**config.mk**
```make
export PLATFORM = sky130hd
export DESIGN_NAME = mfisap_ram
export DESIGN_NICKNAME = d
export VERILOG_FILES = /design/src/hdl/mfisap_ram.sv
export SDC_FILE = /design/constraint.sdc
export NUM_CORES = 1
export LEC_CHECK = 0
export BUFFER_PORTS_ARGS = -buffer_cell sky130_fd_sc_hd__buf_2
export CAP_MARGIN = 10
export CORE_UTILIZATION = 40
export DETAILED_ROUTE_END_ITERATION = 10
export SYNTH_ARGS = -nofsm -noshare
export SYNTH_HDL_FRONTEND = slang
export SYNTH_SLANG_ARGS = --single-unit
```
**constraint.sdc**
```tcl
create_clock -name aclk -period 2.3 [get_ports aclk]
set_clock_uncertainty 0.1 [all_clocks]
set_input_delay 0.115 -clock aclk [delete_from_list [all_inputs] [get_ports aclk]]
set_output_delay 0.115 -clock aclk [all_outputs]
set_load 0.005 [all_outputs]
```
**src/hdl/mfisap_ram.sv**
```systemverilog
// generic single write, single read ram with registered read data
// no dependencies
module mfisap_ram #(
    parameter int WIDTH = 8,
    parameter int DEPTH = 16
) (
    input  logic                     aclk,
    input  logic                     we,
    input  logic [$clog2(DEPTH)-1:0] waddr,
    input  logic [WIDTH-1:0]         wdata,
    input  logic                     re,
    input  logic [$clog2(DEPTH)-1:0] raddr,
    output logic [WIDTH-1:0]         rdata
);

    logic [WIDTH-1:0] mem [DEPTH];
    logic [WIDTH-1:0] rdata_reg;

    always_ff @(posedge aclk) begin
        if (we) begin
            mem[waddr] <= wdata;
        end
        if (re) begin
            rdata_reg <= mem[raddr];
        end
    end

    assign rdata = rdata_reg;

endmodule

```
======== Yosys cells after proc, flatten, opt, wreduce, memory -nomap -nowiden ========
Memories as Yosys holds them, arrays and structs flattened. A register that Yosys moved wholly into a read port is not among the register bits.
Index checks and enable logic that the tools add are counted.
storage, ports and cells
  bits in registers ....................... 0
  RAM bits ................................ 128
  input port bits ......................... 19
  output and inout bits ................... 8
  word-level logic and storage cells ...... 3
  memories kept ........................... 1
operators by class
  mux-type cells .......................... 2
memory list
  memory  words  width  read ports  clocked after memory_dff  wr ports  line  RTL
  mem     16     8      1           1                         1         16    logic [WIDTH-1:0] mem [DEPTH];
operators with widths
  kind               count
  1-bit two-way mux  2

======== Longest topological paths before layout ========
Gate-level depths: netlist of the first run.
  depth in word-level cells ............... 2
  depth in mapped cells ................... 5

======== Least setup slack after synthesis of the first run ========
OpenSTA, ideal clock, no wires.
  path type ............................... input-to-reg
  from .................................... input port waddr[2]
  to ...................................... memory mem[0][0], enable pin
  setup time .............................. 0.383 ns
  arrival time ............................ 1.225 ns
  required time ........................... 1.817 ns
  slack ................................... 0.592 ns
  stages .................................. 2
  cells stage by stage .................... or3b_2 -> nor3_1
RTL lines
  element             line  RTL
  start: declaration  9     input logic [$clog2(DEPTH)-1:0] waddr,
  end: declaration    16
Straight into the memory's write port.

==> run_results.csv, run 1 <==
group,metric,value,unit
setup_path,cp.required,2.34,ns
floorplanning,start_util,41.3,%
logic_synthesis,avgSynthCellArea,22.8,um^2
logic_synthesis,synth-seq-area-share,78.1,%
floorplanning,row_count,41,
layout,nNetsFinal,306,
layout,largest_reg_flops,128,
global_route,grt_pass1_wl,15400,um
routing,drtAntennaViolNets,0,
min_path,hold-path-endpoint,"mem[0][1]$_DFFE_PP_",
logic_synthesis,syn_area,0.00523,mm^2
timing,slew_viol_final,0,
setup_path,worstPathArrival,1.74,ns
layout,final_common_cell,"edfxtp_1",
clocking,path_clk_slew,0.05,ns
placed_design,gp_congestion,0.684,
global_route,gr-total-overflow,0,
clocking,cts_root_buffer,"clkbuf_16",
setup_path,r2r_setup_slack,0.60,ns
routing,route.met2.wl,4810,um
setup_path,start_kind,"flop",
timing,grt_setup_unrepaired,"no",
clocking,cts_tree,"done",
routing,drt-total-wl,10100,um
clocking,clk_latency,0.40,ns
logic_synthesis,synth-warning-count,0,
setup_path,critPathBufInv,0,
layout,antenna_cells,0,
power_and_ir_drop,finalPower,5.44,mW
placed_design,place_ws,0.305,ns
timing,max_freq,588,MHz
routing,wl_met1,4680,um
global_route,grt_pass1_vias,2565,
clocking,numClockSinks,136,
min_path,min_from,"wdata[1]",
placed_design,place_hpwl,6410,um
setup_path,cp_top_family,"multiplexers",
timing,fin_ws,0.601,ns
setup_path,path_cells,"mux4_2, a22oi_1, nand2_1",
run,max_cap_violations,0,
min_path,hold_depth,1,
global_route,antenna_found_initial,0,
logic_synthesis,yosysUniqueCellTypes,18,
layout,final_cell_mix,"edfxtp_1 (136), buf_2 (26), buf_4 (19)",
layout,drive_above_1_share,30.7,%
power_and_ir_drop,peakVddDrop,0.000527,V
logic_synthesis,synthCells,229,
timing,setup_viol,0,
layout,area_growth_syn_to_layout,18.6,%
run_status,outcome,"finished, final reports clean",
timing,whs,0.00863,ns
setup_path,r2r_end,"rdata[7]$_DFFE_PP_",
power_and_ir_drop,p_leak,2.10,nW
clocking,htree_num_levels,4,
setup_path,path_class,"flop to flop",
floorplanning,ios,27,
floorplanning,chipHeight,116,um
routing,drc,0,
setup_path,worstPathMaxFanout,1,
floorplanning,fp.dieW,116,um
setup_path,critPathSlowestCell,"mux4_2",
floorplanning,core,0.0127,mm^2
setup_path,critical-path-max-stage-delay,0.46,ns
timing,tns,0,ns
routing,num_vias,2459,
routing,drt_pre_antenna_iters,4,
timing,worst_slew_pin_slew,0.727,ns
floorplanning,die-area,0.0135,mm^2
routing,drt_iter0_drc,156,
power_and_ir_drop,power.density,877,mW/mm^2
placed_design,io_buffers,26,
routing,wl_met3,447,um
setup_path,reg2reg_from,"mem[2][7]$_DFFE_PP_",
timing,final.min_clock_period,1.70,ns
clocking,clk_path_buf_depth,2,
routing,vias_per_cell,5.21,
min_path,min_path_type,"input pin to flop",
clocking,cts_resized,0,
global_route,gr-usage-all-layers,16.8,%
clocking,cts_buffers,17,
logic_synthesis,ys_ff_latch,136,
layout,final_core_util,48.9,%
logic_synthesis,syn_nets,248,
setup_path,reg2reg_depth,3,
timing,fin_crit_sh,73.9,%
setup_path,end_kind,"flop",
routing,wl_per_cell,21.3,um
routing,top_layer,"met4",
global_route,grt_max_degree,17,
timing,slew_headroom,51.4,%
timing,hold_viol,0,
[cells by family (layout without fill, tap and decap cells)]
kind of cell           Yosys count  after routing  share of synthesized area (%)
DFF                            136            136                           78.1
AOI/OAI and AO/OA               16             16                           2.30
buffers and inverters           10             81                           1.65
muxes                           32             32                           14.8
and+or+nand+nor                 35             35                           3.14
[metrics by stage]
stage | cells | cell area (um^2)
after floorplan | 229 | 5230
after global placement | 437 | 5650
after detailed placement | 437 | 5650
after CTS | 472 | 6200
after global routing | 472 | 6200
final | 472 | 6200
[power breakdown]
part           total, mW  switching, mW  internal (mW)
sequential          2.81         0.0128           2.79
clock               2.38          0.913           1.46
combinational      0.258          0.147          0.111
[Yosys cell counts]
cell             count  area share (%)
clkdlybuf4s25_2      3            0.57
nor2b_1              1            0.12
nand3_1              1           0.096
and2_1               1            0.12
buf_6                3            0.65
edfxtp_1           136              78
buf_4                1            0.14
nor2_1              13            0.93
a22oi_1             16             2.3
mux4_2              18             7.8
or3b_2               1            0.17
and2b_1              1            0.14
mux4_1              14             7.0
nor3_1               4            0.38
nand2b_1             2            0.24
buf_2                3            0.29
nand3b_1             2            0.29
nand2_1              9            0.65
[routing by layer]
metal / GRT usage, % / vias to the layer above
met2: 25.8 / 62
met3: 4.51 / 10
met5: 0 / -
li1: - / 1099
met1: 23.3 / 1288
met4: 6.15 / 0
[repair_timing]
item / CTS / global route
setup buffers: 0 / 0
hold buffers: 3 / 0
endpoints found under the hold margin: 40 / 0
[worst max path at each step]
stage                        start                   to  slack [ns]  cells past startpoint
4_1_cts        mem[2][7]$_DFFE_PP_   rdata[7]$_DFFE_PP_        0.58                      3
3_3_place_gp              raddr[0]   rdata[7]$_DFFE_PP_        0.34                      5
5_1_grt        mem[2][7]$_DFFE_PP_   rdata[7]$_DFFE_PP_        0.57                      3
6_report       mem[2][7]$_DFFE_PP_   rdata[7]$_DFFE_PP_        0.60                      3
2_1_floorplan             waddr[2]  mem[0][0]$_DFFE_PP_        0.59                      2
3_5_place_dp              raddr[0]   rdata[7]$_DFFE_PP_        0.31                      5
[cell type report]
type                    count  area [um^2]
clock inverters            11         82.6
multi-input cells          83         1060
well taps                 172          215
repair buffers             49          323
fillers                  1051         6470
clock buffers              21          440
flip-flops and latches    136         4080
Power figures use the tool's default switching activity.
==> run 2, diff against run 1 <==
==> constraint.sdc (replaced) <==
create_clock -name aclk -period 1.5 [get_ports aclk]
set_clock_uncertainty 0.1 [all_clocks]
set_input_delay 0.075 -clock aclk [delete_from_list [all_inputs] [get_ports aclk]]
set_output_delay 0.075 -clock aclk [all_outputs]
set_load 0.005 [all_outputs]
==> run_results.csv, run 2 (synthesis gave the netlist of run 1 again) <==
group,metric,value,unit
run_status,outcome,"finished, final reports clean",
placed_design,gp_congestion,0.710,
clocking,clk_path_buf_depth,2,
power_and_ir_drop,power.density,1350,mW/mm^2
routing,drc,0,
clocking,numClockSinks,136,
timing,slew_viol_final,0,
floorplanning,row_count,41,
timing,setup_viol,0,
setup_path,end_kind,"flop",
clocking,cts_root_buffer,"clkbuf_16",
clocking,cts_setup_buffers,0,
timing,max_freq,677,MHz
setup_path,worstPathMaxFanout,1,
global_route,gr-usage-all-layers,16.4,%
routing,drt_pre_antenna_iters,4,
timing,whs,0.130,ns
setup_path,worstPathArrival,1.52,ns
floorplanning,chipHeight,116,um
setup_path,r2r_setup_slack,0.02,ns
routing,wl_per_cell,20.3,um
setup_path,cp.required,1.55,ns
layout,drive_above_1_share,37.8,%
timing,fin_crit_sh,98.5,%
timing,grt_setup_unrepaired,"yes",
timing,slew_headroom,39.3,%
placed_design,io_buffers,26,
routing,vias_per_cell,5.05,
floorplanning,ios,27,
routing,num_vias,2421,
min_path,min_path_type,"input pin to flop",
clocking,cts_tree,"done",
global_route,antenna_found_initial,0,
layout,final_cell_mix,"edfxtp_1 (136), mux4_2 (29), buf_2 (26)",
power_and_ir_drop,peakVddDrop,0.000803,V
placed_design,placed_area,0.00570,mm^2
power_and_ir_drop,p_leak,2.10,nW
routing,drtAntennaViolNets,0,
clocking,clk_latency,0.41,ns
timing,worst_slew_pin_slew,0.907,ns
clocking,path_clk_slew,0.06,ns
routing,drt-total-wl,9710,um
layout,final_area,0.00635,mm^2
clocking,htree_num_levels,4,
placed_design,place_hpwl,6550,um
layout,nNetsFinal,313,
layout,antenna_cells,0,
setup_path,start_kind,"flop",
run,max_cap_violations,0,
setup_path,path_class,"flop to flop",
floorplanning,core,0.0127,mm^2
floorplanning,die-area,0.0135,mm^2
global_route,gr-total-overflow,0,
global_route,grt_pass1_vias,2663,
global_route,grt_pass1_wl,14800,um
layout,largest_reg_flops,128,
layout,area_growth_syn_to_layout,21.5,%
timing,tns,0,ns
floorplanning,start_util,41.3,%
timing,hold_viol,0,
layout,final_core_util,50.1,%
floorplanning,fp.dieW,116,um
layout,final_common_cell,"edfxtp_1",
clocking,cts_buffers,17,
routing,drt_iter0_drc,149,
timing,final.min_clock_period,1.48,ns
global_route,grt_max_degree,20,
-- run 2: final cells by class --
cell class	instances	area, um^2
Fill cell	1011	6320
Sequential cell	136	4080
Multi-Input combinational cell	83	1060
Timing Repair Buffer	56	428
Clock buffer	17	425
Tap cell	172	215
Clock inverter	15	136
-- run 2: repair_timing --
item                                   in CTS  in global routing
pin swaps                                   4                  3
hold buffers                                9                  0
resized for setup                          11                  8
setup endpoints to repair                   7                  8
endpoints found under the hold margin     136                  0
-- run 2: worst paths after layout --
| path | start | end | cells past startpoint |
|---|---|---|---|
| setup reg to reg | mem[2][0]$_DFFE_PP_ | rdata[0]$_DFFE_PP_ | 3 |
| hold reg to reg | mem[12][1]$_DFFE_PP_ | rdata[1]$_DFFE_PP_ | 3 |
| setup / recovery | mem[2][0]$_DFFE_PP_ | rdata[0]$_DFFE_PP_ | 3 |
| hold / removal | waddr[0] | mem[0][2]$_DFFE_PP_ | 3 |
-- run 2: layer usage --
layer	track usage [%]	part of all wire [%]	wire length, um	vias up
li1	-	-	-	1102
met1	20.0	42	4110	1238
met2	27.1	51	4960	72
met3	4.62	4.8	470	9
met4	7.78	1.7	163	0
met5	0	0	0	-
-- run 2: power by group --
group	leakage, nW	internal [mW]	switching, mW	total [mW]
clock network	0.269	2.41	1.44	3.85
registers	1.24	4.28	0.0258	4.31
logic	0.598	0.203	0.230	0.432
total	2.10	6.90	1.70	8.59
-- run 2: through the flow --
| stage | worst slack [ns] | cells | power [mW] |
|---|---|---|---|
| 2_1_floorplan | 0.0426 | 229 | 4.59 |
| 3_3_place_gp | -0.191 | 438 | 4.78 |
| 3_5_place_dp | -0.215 | 438 | 4.79 |
| 4_1_cts | -0.00992 | 479 | 8.67 |
| 5_1_grt | -0.0500 | 479 | 8.85 |
| 6_report | 0.0231 | 479 | 8.59 |
-- run 2: worst max-delay path: stages (launching register included) --
cell,delay (ns)
edfxtp_1,0.37
mux4_2,0.48
a22oi_2,0.21
nand2_1,0.07
==> run 3, diff against run 2 <==
--- a/config.mk
+++ b/config.mk
@@ -7,6 +7,7 @@
 export LEC_CHECK = 0
 export BUFFER_PORTS_ARGS = -buffer_cell sky130_fd_sc_hd__buf_2
 export CAP_MARGIN = 10
+export CORE_ASPECT_RATIO = 0.5
 export CORE_UTILIZATION = 40
 export DETAILED_ROUTE_END_ITERATION = 10
 export SYNTH_ARGS = -nofsm -noshare
==> run_results.csv, run 3 (synthesis gave the netlist of run 1 again) <==
group,metric,value,unit
layout,area_growth_syn_to_layout,22.2,%
floorplanning,die-area,0.0136,mm^2
routing,num_vias,2523,
floorplanning,chipHeight,82.8,um
global_route,grt_pass1_vias,2637,
floorplanning,fp.dieW,164,um
routing,drt_pre_antenna_iters,4,
power_and_ir_drop,peakVddDrop,0.000942,V
routing,drc,0,
timing,max_freq,633,MHz
min_path,min_path_type,"input pin to flop",
global_route,grt_max_degree,17,
setup_path,reg2reg_depth,4,
clocking,clk_latency,0.41,ns
power_and_ir_drop,power.density,1320,mW/mm^2
floorplanning,start_util,41.2,%
layout,final_cell_mix,"edfxtp_1 (136), mux4_2 (29), buf_2 (26)",
setup_path,path_class,"flop to flop",
placed_design,place_hpwl,6640,um
clocking,path_clk_slew,0.05,ns
setup_path,end_kind,"flop",
setup_path,r2r_end,"rdata[7]$_DFFE_PP_",
floorplanning,core,0.0127,mm^2
run,max_cap_violations,0,
timing,worst_slew_pin_slew,0.861,ns
timing,whs,0.126,ns
setup_path,worstPathArrival,1.64,ns
timing,fin_ws,-0.0796,ns
run_status,violations,"setup timing",
routing,wl_per_cell,21.0,um
clocking,cts_buffers,17,
run_status,outcome,"finished, violations left",
layout,final_common_cell,"edfxtp_1",
global_route,grt_pass1_wl,15800,um
floorplanning,row_count,29,
setup_path,r2r_setup_slack,-0.08,ns
placed_design,placed_area,0.00577,mm^2
timing,slew_headroom,42.5,%
timing,setup_viol,5,
layout,final_area,0.00639,mm^2
setup_path,crit_end,"rdata[7]$_DFFE_PP_",
floorplanning,ios,27,
global_route,gr-usage-all-layers,16.7,%
routing,vias_per_cell,5.22,
layout,antenna_cells,0,
clocking,cts_root_buffer,"clkbuf_16",
setup_path,cp.required,1.56,ns
timing,fin_crit_sh,105,%
global_route,gr-total-overflow,0,
global_route,antenna_found_initial,0,
routing,drtAntennaViolNets,0,
timing,grt_setup_unrepaired,"yes",
clocking,numClockSinks,136,
placed_design,io_buffers,26,
setup_path,worstPathMaxFanout,1,
timing,hold_viol,0,
routing,drt_iter0_drc,255,
timing,slew_viol_final,0,
routing,drt-total-wl,10100,um
placed_design,place_ws,-0.306,ns
timing,tns,-0.179,ns
power_and_ir_drop,p_leak,2.13,nW
setup_path,start_kind,"flop",
layout,nNetsFinal,320,
layout,largest_reg_flops,128,
setup_path,reg2reg_from,"mem[3][7]$_DFFE_PP_",
placed_design,gp_congestion,0.748,
timing,final.min_clock_period,1.58,ns
setup_path,critPathLaunch,"mem[3][7]$_DFFE_PP_",
layout,drive_above_1_share,38.7,%
clocking,htree_num_levels,4,
clocking,cts_tree,"done",
clocking,clk_path_buf_depth,2,
-- run 3: power by group --
part	internal, mW	switching [mW]
Sequential	4.29	0.0248
Combinational	0.224	0.244
Clock	2.22	1.41
Total	6.73	1.68
-- run 3: area by class of cell --
cell class / instances / area, um^2
Sequential cell: 136 / 4080
Clock buffer: 19 / 433
Timing Repair Buffer: 63 / 505
Clock inverter: 12 / 86.3
Multi-Input combinational cell: 83 / 1070
Tap cell: 170 / 213
Fill cell: 1014 / 6310
-- run 3: worst max-delay path, stage by stage, from the launching register on --
cell and delay [ns]:
edfxtp_1 0.36, mux4_2 0.49, a22oi_2 0.17, buf_4 0.16
nand2_2 0.05
-- run 3: repair_timing --
item,in CTS,in global routing
gates cloned,0,0
hold buffers,9,0
pin swaps,5,4
endpoints found under the setup margin,8,8
buffers inserted,0,0
gates resized for setup,15,6
endpoints found under the hold margin,136,0
-- run 3: routing by layer --
| metal | up-vias | global-route usage (%) | routed length [um] |
|---|---|---|---|
| li1 | 1118 | - | - |
| met1 | 1330 | 24.4 | 4800 |
| met2 | 66 | 24.2 | 4720 |
| met3 | 9 | 3.95 | 471 |
| met4 | 0 | 6.57 | 131 |
| met5 | - | 0 | 0 |
-- run 3: per-stage QoR --
step / utilization [%] / total power, mW / instances
after floorplan: - / 4.59 / 229
after global placement: 45.5 / 4.80 / 443
after detailed placement: 45.5 / 4.82 / 443
after CTS: 50.3 / 8.48 / 483
after global routing: 50.3 / 8.67 / 483
final: 50.3 / 8.41 / 483
-- run 3: worst min path at each step --
stage / from / endpoint / cells past startpoint
floorplan: wdata[0] / mem[0][0]$_DFFE_PP_ / 0
global placement: re / rdata[6]$_DFFE_PP_ / 1
detailed placement: re / rdata[6]$_DFFE_PP_ / 1
CTS: waddr[0] / mem[0][3]$_DFFE_PP_ / 3
global route: waddr[1] / mem[0][3]$_DFFE_PP_ / 3
finish: waddr[0] / mem[0][6]$_DFFE_PP_ / 3
